`config.mk`:
```
export PLATFORM = sky130hd
export DESIGN_NAME = crank_event_fuel_spark_scheduler_unit
export DESIGN_NICKNAME = d
export VERILOG_FILES = /design/src/rtl/cefss_pkg.sv /design/src/rtl/cefss_datapath.sv /design/src/rtl/cefss_control.sv /design/src/rtl/crank_event_fuel_spark_scheduler_unit.sv
export SDC_FILE = /design/constraint.sdc
export NUM_CORES = 2
export LEC_CHECK = 0
export BUFFER_PORTS_ARGS = -buffer_cell sky130_fd_sc_hd__buf_2
export CORE_MARGIN = 1
export CORE_UTILIZATION = 58
export CTS_BUF_LIST = sky130_fd_sc_hd__clkbuf_8
export DETAILED_ROUTE_END_ITERATION = 10
export GPL_TIMING_DRIVEN = 0
export HOLD_SLACK_MARGIN = 0.15
export MAX_ROUTING_LAYER = met4
export PLACE_DENSITY = 0.79
export SYNTH_ARGS = -nofsm -noshare
export SYNTH_HDL_FRONTEND = slang
export SYNTH_SLANG_ARGS = --single-unit
```
`constraint.sdc`:
```
create_clock -name clock -period 9.3 [get_ports clock]
set_clock_uncertainty 0.15 [all_clocks]
set_input_delay 0 -clock clock [delete_from_list [all_inputs] [get_ports clock]]
set_output_delay 0 -clock clock [all_outputs]
set_load 0.02 [all_outputs]
```
`src/rtl/cefss_pkg.sv`:
```
package cefss_pkg;

   typedef struct packed {
      logic [31:0] timestamp_us;
      logic        trigger_valid;
      logic        sync_valid;
      logic [3:0]  trigger_index;
      logic [15:0] fuel_pulse_us;
      logic [16:0] injection_angle;
      logic [16:0] ignition_angle;
      logic [15:0] dwell_us;
      logic        rpm_ign_cut;
      logic        boost_ign_cut;
   } req_word_type;

   typedef struct packed {
      logic [31:0] revolution_us;
      logic [2:0]  injector_channel;
      logic [23:0] injector_delay_us;
      logic [2:0]  ignitor_channel;
      logic [23:0] ignitor_wait_us;
      logic        dwell_slot;
      logic [15:0] dwell_out_us;
      logic        fuel_calc_request;
      logic [1:0]  fuel_calc_cylinder;
      logic        ign_calc_request;
      logic        map_sample_request;
      logic        sync_error;
   } rsp_word_type;

   typedef struct packed {
      logic load;
      logic start_inj;
      logic start_ign;
      logic finish;
      logic emit;
   } cmd_type;

   typedef struct packed {
      logic div_done;
      logic need_div;
   } status_type;

   localparam logic [1:0] CSR_INJ_ORDER = 2'd0;
   localparam logic [1:0] CSR_IGN_ORDER = 2'd1;
   localparam logic [1:0] CSR_DEGREES   = 2'd2;

   localparam int DIV_STEPS = 49;
   localparam logic [23:0] WAIT_MAX = 24'hFFFFFF;

endpackage

```
`src/rtl/cefss_datapath.sv`:
```
module cefss_datapath (
   input  logic                  clock,
   input  logic                  reset,
   input  cefss_pkg::req_word_type req_word,
   input  logic                  csr_valid,
   input  logic [1:0]            csr_index,
   input  logic [9:0]            csr_data,
   input  cefss_pkg::cmd_type    cmd,
   output cefss_pkg::status_type status,
   output cefss_pkg::rsp_word_type result
);
   logic [7:0]  inj_order_ff, ign_order_ff;
   logic [9:0]  degrees_ff;
   logic [31:0] hist_ff [4];
   logic [31:0] rev_ff;
   cefss_pkg::req_word_type item_ff;
   cefss_pkg::rsp_word_type work_ff;
   cefss_pkg::rsp_word_type rsp_ff;
   logic [48:0] quot_ff;
   logic [16:0] rem_ff;
   logic [48:0] prod_ff;
   logic [5:0]  step_ff;
   logic        busy_ff;
   logic [16:0] divisor;
   logic [17:0] trial;
   logic [3:0]  idx;
   logic [1:0]  slot;
   logic        odd_pos, even_pos, active;
   logic [2:0]  coil;
   logic [48:0] quot_in;
   logic [16:0] rem_in;

   assign divisor = (degrees_ff == 10'd0) ? 17'd100 : 17'(degrees_ff) * 17'd100;
   assign trial   = {rem_ff, prod_ff[48 - step_ff]};
   assign rem_in  = (trial >= {1'b0, divisor}) ? 17'(trial - {1'b0, divisor}) : trial[16:0];
   assign quot_in = {quot_ff[47:0], (trial >= {1'b0, divisor})};

   assign idx      = (item_ff.trigger_index == 4'd9) ? 4'd1 : item_ff.trigger_index;
   assign odd_pos  = (idx == 4'd1) || (idx == 4'd3) || (idx == 4'd5) || (idx == 4'd7);
   assign even_pos = (idx == 4'd2) || (idx == 4'd4) || (idx == 4'd6) || (idx == 4'd8);
   assign active   = item_ff.trigger_valid && item_ff.sync_valid;
   assign slot     = 2'(idx[3:1] - 3'd1);
   assign coil     = {1'b0, ign_order_ff[{slot, 1'b0} +: 2]} + 3'd1;

   assign status.need_div = active && even_pos;
   assign status.div_done = busy_ff && (step_ff == 6'(cefss_pkg::DIV_STEPS - 1));

   assign result = rsp_ff;

   always_ff @(posedge clock) begin
      if (reset) begin
         inj_order_ff <= 8'd57;
         ign_order_ff <= 8'd228;
         degrees_ff   <= 10'd360;
         rev_ff       <= '0;
         busy_ff      <= 1'b0;
         for (int i = 0; i < 4; i++) hist_ff[i] <= '0;
      end else begin
         if (csr_valid) begin
            unique case (csr_index)
               cefss_pkg::CSR_INJ_ORDER: inj_order_ff <= csr_data[7:0];
               cefss_pkg::CSR_IGN_ORDER: ign_order_ff <= csr_data[7:0];
               cefss_pkg::CSR_DEGREES:   degrees_ff   <= csr_data;
               default: ;
            endcase
         end
         if (cmd.load) begin
            item_ff    <= req_word;
            hist_ff[0] <= hist_ff[1];
            hist_ff[1] <= hist_ff[2];
            hist_ff[2] <= hist_ff[3];
            hist_ff[3] <= req_word.timestamp_us;
            if (req_word.trigger_valid) rev_ff <= req_word.timestamp_us - hist_ff[0];
         end
         if (cmd.start_inj || cmd.start_ign) begin
            busy_ff <= 1'b1;
            step_ff <= '0;
            rem_ff  <= '0;
            quot_ff <= '0;
            prod_ff <= rev_ff * (cmd.start_inj ? item_ff.injection_angle
                                               : item_ff.ignition_angle);
         end else if (busy_ff) begin
            rem_ff  <= rem_in;
            quot_ff <= quot_in;
            step_ff <= step_ff + 6'd1;
            if (status.div_done) busy_ff <= 1'b0;
         end
         if (cmd.load) begin
            work_ff <= '0;
         end else if (cmd.finish) begin
            work_ff.revolution_us <= rev_ff;
            if (active) begin
               work_ff.sync_error <= (item_ff.trigger_index == 4'd9);
               if (odd_pos) begin
                  work_ff.fuel_calc_request  <= 1'b1;
                  work_ff.fuel_calc_cylinder <= idx[2:1];
                  work_ff.ign_calc_request   <= 1'b1;
               end
               if (even_pos) begin
                  work_ff.map_sample_request <= 1'b1;
                  work_ff.ign_calc_request   <= (idx >= 4'd6);
               end
            end
         end
         if (status.div_done && !cmd.finish) begin
            work_ff.injector_channel <= {1'b0, inj_order_ff[{slot, 1'b0} +: 2]} + 3'd1;
            if (quot_in > 49'(item_ff.fuel_pulse_us)) begin
               work_ff.injector_delay_us <= (quot_in - 49'(item_ff.fuel_pulse_us)
                                            > 49'(cefss_pkg::WAIT_MAX)) ? cefss_pkg::WAIT_MAX
                                           : 24'(quot_in - 49'(item_ff.fuel_pulse_us));
            end else begin
               work_ff.injector_delay_us <= 24'd1;
            end
         end
         if (status.div_done && cmd.finish && !(item_ff.rpm_ign_cut || item_ff.boost_ign_cut)) begin
            work_ff.ignitor_channel <= coil;
            work_ff.dwell_slot      <= ~coil[0];
            work_ff.dwell_out_us    <= item_ff.dwell_us;
            if (quot_in > 49'(item_ff.dwell_us)) begin
               work_ff.ignitor_wait_us <= (quot_in - 49'(item_ff.dwell_us)
                                           > 49'(cefss_pkg::WAIT_MAX)) ? cefss_pkg::WAIT_MAX
                                          : 24'(quot_in - 49'(item_ff.dwell_us));
            end else begin
               work_ff.ignitor_wait_us <= '0;
            end
         end
         if (cmd.emit) rsp_ff <= work_ff;
      end
   end
endmodule

```
`src/rtl/cefss_control.sv`:
```
module cefss_control (
   input  logic                  clock,
   input  logic                  reset,
   input  logic                  req_valid,
   output logic                  req_stall,
   output logic                  rsp_valid,
   input  logic                  rsp_stall,
   input  cefss_pkg::status_type status,
   output cefss_pkg::cmd_type    cmd
);
   localparam logic [2:0] ST_IDLE = 3'd0;
   localparam logic [2:0] ST_DEC  = 3'd1;
   localparam logic [2:0] ST_INJ  = 3'd2;
   localparam logic [2:0] ST_IGNS = 3'd3;
   localparam logic [2:0] ST_IGN  = 3'd4;
   localparam logic [2:0] ST_OUT  = 3'd5;

   logic [2:0] state_ff, state_in;
   logic       rsp_valid_ff, rsp_valid_in;

   assign req_stall = (state_ff != ST_IDLE);
   assign rsp_valid = rsp_valid_ff;

   always_comb begin
      state_in     = state_ff;
      rsp_valid_in = rsp_valid_ff && rsp_stall;
      cmd          = '0;
      unique case (state_ff)
         ST_IDLE: if (req_valid) begin
            cmd.load = 1'b1;
            state_in = ST_DEC;
         end
         ST_DEC: if (status.need_div) begin
            cmd.start_inj = 1'b1;
            state_in = ST_INJ;
         end else begin
            cmd.finish = 1'b1;
            state_in = ST_OUT;
         end
         ST_INJ: if (status.div_done) state_in = ST_IGNS;
         ST_IGNS: begin
            cmd.start_ign = 1'b1;
            state_in = ST_IGN;
         end
         ST_IGN: if (status.div_done) begin
            cmd.finish = 1'b1;
            state_in = ST_OUT;
         end
         ST_OUT: if (!rsp_valid_ff || !rsp_stall) begin
            cmd.emit = 1'b1;
            rsp_valid_in = 1'b1;
            state_in = ST_IDLE;
         end
         default: state_in = ST_IDLE;
      endcase
   end

   always_ff @(posedge clock) begin
      if (reset) begin
         state_ff     <= ST_IDLE;
         rsp_valid_ff <= 1'b0;
      end else begin
         state_ff     <= state_in;
         rsp_valid_ff <= rsp_valid_in;
      end
   end
endmodule

```
`src/rtl/crank_event_fuel_spark_scheduler_unit.sv`:
```
// Crank event fuel and spark scheduler.
// req_ channel: one crank trigger word per handshake (req_valid high, req_stall low).
// rsp_ channel: one result word per request, held while rsp_stall is high.
// csr_ channel: index 0 injector order, 1 coil order, 2 degrees per revolution;
// csr_ready is always high, and writes belong between items.
// rsp_valid rises once a word has passed the decode and output states for odd,
// idle or unsynced words; even positions also take two passes of a 49-step
// restoring divider (injection angle, then ignition angle) sharing one
// quotient-bit-per-cycle unit, with a restart state between the passes.
// One word is in work at a time; a new word is taken only after the previous
// result has been moved into the output register.
// Reset clears the timestamp history and revolution time and loads the order
// and degree defaults; no result is pending after reset.
// While rsp_stall is high the result word holds in the output register; the next
// word is still taken and worked, then waits with req_stall high until the
// output register is free.
module crank_event_fuel_spark_scheduler_unit (
   input  logic                    clock,
   input  logic                    reset,
   input  logic                    req_valid,
   output logic                    req_stall,
   input  cefss_pkg::req_word_type req_word,
   output logic                    rsp_valid,
   input  logic                    rsp_stall,
   output cefss_pkg::rsp_word_type rsp_word,
   input  logic                    csr_valid,
   output logic                    csr_ready,
   input  logic [1:0]              csr_index,
   input  logic [9:0]              csr_data
);
   cefss_pkg::cmd_type    cmd;
   cefss_pkg::status_type status;

   assign csr_ready = 1'b1;

   cefss_control u_control (
      .clock(clock), .reset(reset), .req_valid(req_valid), .req_stall(req_stall),
      .rsp_valid(rsp_valid), .rsp_stall(rsp_stall), .status(status), .cmd(cmd));

   cefss_datapath u_datapath (
      .clock(clock), .reset(reset), .req_word(req_word), .csr_valid(csr_valid),
      .csr_index(csr_index), .csr_data(csr_data), .cmd(cmd), .status(status),
      .result(rsp_word));
endmodule

```
# After elaboration in Yosys (flattened, before gate mapping)
# Memories as Yosys holds them, arrays and structs flattened.
# Index checks and enable logic that the tools add are counted.
op_classes:
  muxes: 51
  shifts: 2
  multipliers: 2
  n_bitwise: 6
  n_lt_le_gt_ge: 7
  eq_ne: 21
  n_reduce_logical: 48
  add_sub_neg: 9
op_table:
  columns: ["cell", "n"]
  rows:
  - ["32-bit two-way mux", 5]
  - ["49-bit by 16-bit greater-than comparator with 1-bit output", 2]
  - ["49-bit by 24-bit greater-than comparator with 1-bit output, second input constant", 2]
  - ["49-bit by 16-bit subtractor with 49-bit output", 2]
  - ["24-bit two-way mux", 4]
  - ["71-bit two-way mux", 1]
  - ["17-bit two-way mux", 4]
  - ["32-bit by 49-bit multiplier with 49-bit output", 1]
  - ["48-bit two-way mux", 1]
  - ["44-bit two-way mux", 1]
  - ["32-bit by 7-bit < comparator with 1-bit output, second input constant", 1]
  - ["32-bit subtractor", 1]
  - ["27-bit two-way mux", 1]
  - ["2-bit AND reduction", 11]
  - ["1-bit two-way mux", 20]
  - ["18-bit by 17-bit greater-or-equal comparator with 1-bit output", 1]
  - ["6-bit two-way mux", 3]
  - ["3-bit case mux with 6 select lines", 1]
  - ["17-bit subtractor", 1]
  - ["4-bit by 3-bit == test with 1-bit output, second input constant", 4]
  - ["4-bit AND reduction", 4]
  - ["8-bit by 4-bit indexed part select with 2-bit output", 2]
  - ["10-bit by 5-bit multiplier with 15-bit output, second input constant", 1]
  - ["3-bit two-way mux", 5]
  - ["other kinds (31)", 67]
word_totals:
  ff_bits: 475
  ramBits: 128
  wordCells: 191
  input_bits: 123
  n_memories: 1
  output_inout_bits: 112
memory_table:
  columns: ["name", "depth", "width", "rd", "rd_ports_with_merged_regs", "wr", "line", "text"]
  rows:
  - ["u_datapath.hist_ff", 4, 32, 4, 0, 4, "cefss_datapath.sv:14", "logic [31:0] hist_ff [4];"]

# Logic depth before layout (Yosys ltp)
logic_depth:
  depth_word: 13
  mapped_depth: 38
  ltp_nobuf: 35

# By module
# Synthesis repeated with hierarchy kept, for this count alone.
unflattened:
  hier_cells: 4148
  area_unflattened_um2: 44767.9
by_module_without_submodules:
  columns: ["module", "seq_area_each_um2", "cells_each", "n_inst", "area_per_inst_um2"]
  rows:
  - ["cefss_datapath", 17396.7, 4112, 1, 44488.9]
  - ["cefss_control", 80.1, 34, 1, 267.8]
  - ["crank_event_fuel_spark_scheduler_unit", 0.0, 2, 1, 11.3]

# Least setup slack after synthesis
# Ideal clock, no wire load.
synth_timing:
  kind: "register to register"
  startpoint: "register u_control.state_ff[2]"
  endpoint: "register u_datapath.rsp_ff, in the netlist u_datapath.result[0] (enable)"
  t_arrival_ns: 8.645
  path_slack_ns: -0.228
  synth_period_minus_slack_ns: 9.528
  t_required_ns: 8.417
  n_path_buf: 1
  setup_ns: 0.733
  path_stages_with_launch: 4
  path_cell_list: "dfxtp_1 > clkbuf_1 > nand3b_1 > nor3b_1"
synth_between:
  elab_chain_cells: 3
synth_rtl:
  columns: ["element", "line", "text"]
  rows:
  - ["start, declared", "cefss_control.sv:18", "logic [2:0] state_ff, state_in;"]
  - ["start signal, assigned", "cefss_control.sv:63", "state_ff <= state_in;"]
  - ["3-bit == test", "cefss_control.sv:28", "unique case (state_ff)"]
  - ["1-bit two-way mux", "cefss_control.sv:28", null]
  - ["2-bit AND reduction (no line)", null, null]
  - ["end signal, assigned", "cefss_datapath.sv:127", "if (cmd.emit) rsp_ff <= work_ff;"]
  - ["end, declared", "cefss_datapath.sv:18", "cefss_pkg::rsp_word_type rsp_ff;"]
# Every way passes these cells.
# A chain may end at the register's enable or synchronous reset.

# Final worst setup path
layout_timing:
  startpoint: "register u_datapath.item_ff[69] (netlist name)"
  endpoint: "register u_datapath.prod_ff[48], data pin"
layout_between:
  elab_chain_cells: 11
  elab_cells_between_ends: 14
  classes_between: "mul: 1; eq/ne: 5; mux: 4; reduce/logical: 4"
layout_rtl:
  columns: ["element", "line", "text"]
  rows:
  - ["start, declared", "cefss_datapath.sv:16", "cefss_pkg::req_word_type item_ff;"]
  - ["start signal, assigned", "cefss_datapath.sv:68", "item_ff <= req_word;"]
  - ["4-bit == test", "cefss_datapath.sv:38", "assign idx = (item_ff.trigger_index == 4'd9) ? 4'd1 : item_ff.trigger_index;"]
  - ["4-bit two-way mux *", "cefss_datapath.sv:38", null]
  - ["4-bit by 2-bit == test with 1-bit output or 4-bit by 3-bit == test with 1-bit output (tied branches)", "cefss_datapath.sv:40", "assign even_pos = (idx == 4'd2) || (idx == 4'd4) || (idx == 4'd6) || (idx == 4'd8);"]
  - ["1-bit logical OR (2 in a row)", "cefss_datapath.sv:40", null]
  - ["1-bit logical OR *", "cefss_datapath.sv:40", null]
  - ["1-bit logical AND *", "cefss_datapath.sv:45", "assign status.need_div = active && even_pos;"]
  - ["1-bit two-way mux *", "cefss_control.sv:33", "ST_DEC: if (status.need_div) begin"]
  - ["1-bit two-way mux *", "cefss_control.sv:28", null]
  - ["17-bit two-way mux *", "cefss_datapath.sv:80", "prod_ff <= rev_ff * (cmd.start_inj ? item_ff.injection_angle"]
  - ["32-bit by 49-bit multiplier with 49-bit output *", "cefss_datapath.sv:80", null]
  - ["end signal, assigned", "cefss_datapath.sv:80", null]
  - ["end, declared", "cefss_datapath.sv:21", "logic [48:0] prod_ff;"]
# Mark *: on every way between the ends. The rest lies on a longest branch, timed or not.

==> run_results.csv <==
group,metric,value,unit
layout,stdcell_count,5959,
clock_tree,path_clk_slew,0.07,ns
timing,fin_crit,9.058,ns
critical_path,crit_path_end_kind,"register",
yosys,synth_top_family_by_area,"adder cells",
floorplan,fp.dieW,281.2,um
yosys,seq_area_frac_synth,38.65,%
global_routing,track_usage,34.43,%
clock_tree,cts_tree,"yes",
power,power.density,170.9,nW/um^2
floorplan,die_y,281.2,um
clock_tree,clk_latency,0.77,ns
timing,relSlewSlack,24.72,%
layout,area_delta_synth_final,17.40,%
routing,wl_per_cell,21.67,um
yosys,synth-compound-area-share,7.266,%
floorplan,start_util,58.47,%
layout,regArea,17480,um^2
timing,timing.hold.ws,0.1786,ns
global_routing,grt_max_degree,74,
placed_design,dp.cells,5514,
yosys,postSynthCellCount,4227,
job,maxCapViolCount,0,
critical_path,crit_fanout,10,
routing,drtPass1Iterations,6,
clock_tree,cts_sinks,603,
routing,drc,0,
timing,worst_pin_slew,1.121,ns
yosys,synth_fp_nets,5053,
clock_tree,root_buffer,"clkbuf_8",
timing,finalSetupViolCount,0,
critical_path,slowest_delay,0.56,ns
min_path,hold_path_startpoint,"req_word[73]",
timing,maxSlewViolCount,0,
critical_path,arrival,9.33,ns
global_routing,grt_pass1_wl,199100,um
power,power_leakage,22.55,nW
routing,drt-initial-drc-count,3354,
placed_design,port_buffers,232,
timing,final.period_utilization,97.40,%
clock_tree,cts_max_level,3,
routing,wl,129200,um
clock_tree,clockBufferDepth,3,
yosys,yosysUniqueCellTypes,87,
yosys,yosysWarnings,0,
floorplan,dieArea,79090,um^2
layout,multi_input_area,24830,um^2
floorplan,ios,235,
yosys,ys_ff_latch,603,
min_path,min_to,"u_datapath.rev_ff[17]$_SDFFE_PP0P_",
floorplan,core,77340,um^2
critical_path,crit_family,"adder cells",
status,status,"finished, final reports clean",
yosys,synthSimpleGateAreaFrac,15.31,%
layout,fin_nets,5658,
critical_path,worst_path_most_repeated_cell,"fa_1",
routing,vias_per_cell,5.789,
yosys,syn_avg_cell_area,10.70,um^2
yosys,synth_fa_ha_area_share,27.05,%
min_path,worstHoldPathType,"input pin to register",
power,power.total,9.076,mW
routing,vias,34497,
layout,n_fill_cell,5591,
placed_design,hpwl,93010,um
critical_path,timing.rr.end,"u_datapath.prod_ff[48]$_DFFE_PP_",
global_routing,grt_overflow_total,0,
global_routing,first_global_vias,35464,
critical_path,critical_path_buf_inv_count,6,
critical_path,cp_slowest_cell,"fa_1",
yosys,synthMuxAreaShare,1.920,%
yosys,synth_xor_area_share,2.615,%
critical_path,timing.rr.start,"u_datapath.item_ff[69]$_DFFE_PP_",
power,peakVddDrop,0.2179,mV
yosys,async_flop_share,0,%
yosys,synth_area,45220,um^2
critical_path,rr_worst_depth,28,
clock_tree,numCtsBuffers,97,
yosys,synth_edf_count,540,
timing,fmax,110.4,MHz
yosys,synthFlopType,"edfxtp_1",
critical_path,ff2ff_setup_slack,0.24,ns
timing,finalHoldViolations,0,
critical_path,worstSetupPathType,"register to register",
placed_design,place.gp.congestion,1.004,
critical_path,cp-start-kind,"register",
layout,drive_gt1_share,12.16,%
floorplan,std_cell_rows,102,
critical_path,crit_required,9.57,ns
global_routing,antenna_found_initial,11,
min_path,worst_hold_path.num_cells,5,
routing,ant_nets,0,
cells by family after synthesis:
family / count (synthesis)
XOR/XNOR: 135
AND/OR/NAND/NOR: 1362
AO/OA/AOI/OAI: 514
flip-flops: 603
other: 1
adder cells (fa/ha/maj): 703
buffers and inverters: 848
multiplexers: 61
worst max path at each step:
| stage | start | to | slack [ns] | depth (start not counted) |
|---|---|---|---|---|
| floorplan | u_datapath.item_ff[70]$_DFFE_PP_ | u_datapath.prod_ff[48]$_DFFE_PP_ | 0.73 | 28 |
| global placement | u_datapath.item_ff[70]$_DFFE_PP_ | u_datapath.prod_ff[47]$_DFFE_PP_ | -3.28 | 30 |
| detailed placement | u_datapath.item_ff[70]$_DFFE_PP_ | u_datapath.prod_ff[47]$_DFFE_PP_ | -2.42 | 30 |
| CTS | u_datapath.item_ff[69]$_DFFE_PP_ | u_datapath.prod_ff[48]$_DFFE_PP_ | 0.08 | 28 |
| global route | u_datapath.item_ff[69]$_DFFE_PP_ | u_datapath.prod_ff[47]$_DFFE_PP_ | -0.07 | 30 |
| finish | u_datapath.item_ff[69]$_DFFE_PP_ | u_datapath.prod_ff[48]$_DFFE_PP_ | 0.24 | 28 |
flip-flops by register name (all words and copies together), names as in the netlist:
signal	count
u_control.rsp_valid	1
u_control.state_ff	3
u_datapath.busy_ff	1
u_datapath.degrees_ff	10
u_datapath.hist_ff	128
u_datapath.ign_order_ff	8
u_datapath.inj_order_ff	8
u_datapath.item_ff	74
u_datapath.prod_ff	49
u_datapath.quot_ff	48
u_datapath.rem_ff	17
u_datapath.result	109
u_datapath.rev_ff	32
u_datapath.step_ff	6
u_datapath.work_ff	109
worst reg2reg max path, delay by kind of cell, from the launching register on:
kind                       cells  cell delay, ns
adders and majority gates      7            3.60
and+or+nand+nor                9            2.27
buffers and inverters          6            0.96
AOI/OAI and AO/OA              5            0.87
DFF                            1            0.48
muxes                          1            0.39
what timing repair did:
item	CTS	global route
setup buffers	14	8
endpoints found under the hold margin	260	0
gates cloned	0	0
pin swaps	4	5
resized for setup	73	64
setup endpoints to repair	77	59
hold buffers	251	0
power breakdown:
part           internal (mW)  total (mW)  leakage (nW)  switching, mW
logic                   1.35        3.46          15.8           2.12
registers               3.19        3.25          5.68         0.0569
clock network           1.22        2.36          1.10           1.14
through the flow:
step                setup WS, ns  cell area [um^2]  setup TNS, ns  util, %
floorplan                 0.7346             45230              0        -
global placement          -3.280             47690         -89.34    61.66
detailed placement        -2.423             48070         -60.71    62.16
CTS                      0.07774             52870              0    68.36
global route            -0.07079             53090        -0.1187    68.64
finish                    0.2422             53090              0    68.65
layout make-up:
class	count	area share, %
Clock buffer	100	2.592
Multi-Input combinational cell	2776	46.77
Clock inverter	78	1.141
Sequential cell	603	32.92
Antenna cell	8	0.03771
Inverter	614	4.341
Timing Repair Buffer	520	7.883
Buffer	220	1.867
Tap cell	1040	2.451
layer usage:
layer	GRT usage (%)	part of all wire, %	vias to the layer above
met4	16.78	5.3	0
met2	54.68	47	1884
li1	-	-	15183
met1	41.51	37	16953
met5	-	0	-
met3	7.956	10	477
Yosys cell counts (all sizes together), types with 4 or more instances:
| cell | n | area [um^2] |
|---|---|---|
| a21boi | 7 | 52.55 |
| clkbuf | 191 | 739.5 |
| a31oi | 19 | 133.9 |
| o2111ai | 4 | 35.03 |
| mux2 | 16 | 180.2 |
| and4 | 7 | 62.56 |
| xor2 | 52 | 455.4 |
| a21oi | 199 | 1071 |
| or2 | 7 | 43.79 |
| inv | 614 | 2305 |
| a211oi | 24 | 180.2 |
| or4 | 12 | 97.59 |
| or3 | 19 | 133.9 |
| o21ai | 95 | 475.5 |
| xnor2 | 83 | 727.0 |
| and2 | 211 | 1323 |
| mux4 | 19 | 427.9 |
| nor2 | 135 | 506.7 |
| fa | 458 | 9169 |
| o211ai | 13 | 97.59 |
| a21o | 66 | 496.7 |
| nor4b | 5 | 65.06 |
| mux2i | 26 | 260.3 |
| nand2b | 33 | 206.5 |
| buf | 43 | 205.2 |
| o21bai | 11 | 82.58 |
| nand2 | 517 | 1941 |
| nor2b | 121 | 757.0 |
| o41ai | 7 | 61.31 |
| nand4 | 25 | 156.4 |
| ha | 245 | 3065 |
| nor3b | 7 | 52.55 |
| nand3b | 7 | 68.82 |
| a311oi | 5 | 43.79 |
| a211o | 9 | 81.33 |
| dfxtp | 63 | 1261 |
| nand3 | 59 | 295.3 |
| nor3 | 34 | 170.2 |
| and3 | 143 | 894.6 |
| edfxtp | 540 | 16220 |
| a221oi | 5 | 43.79 |
| o21a | 23 | 172.7 |
| nor4 | 14 | 93.84 |
cell usage in the layout (no fill, tap or decap), types with 65 or more instances in the layout:
cell / n
a21o_1: 65
a21oi_1: 174
and2_1: 208
and3_1: 143
buf_2: 244
clkbuf_1: 130
clkbuf_8: 103
dlygate4sd3_1: 251
edfxtp_1: 540
fa_1: 458
ha_1: 237
inv_1: 639
nand2_1: 515
nor2_1: 130
nor2b_1: 121
o21ai_0: 79
xnor2_1: 83
(Power assumes the default switching activity.)
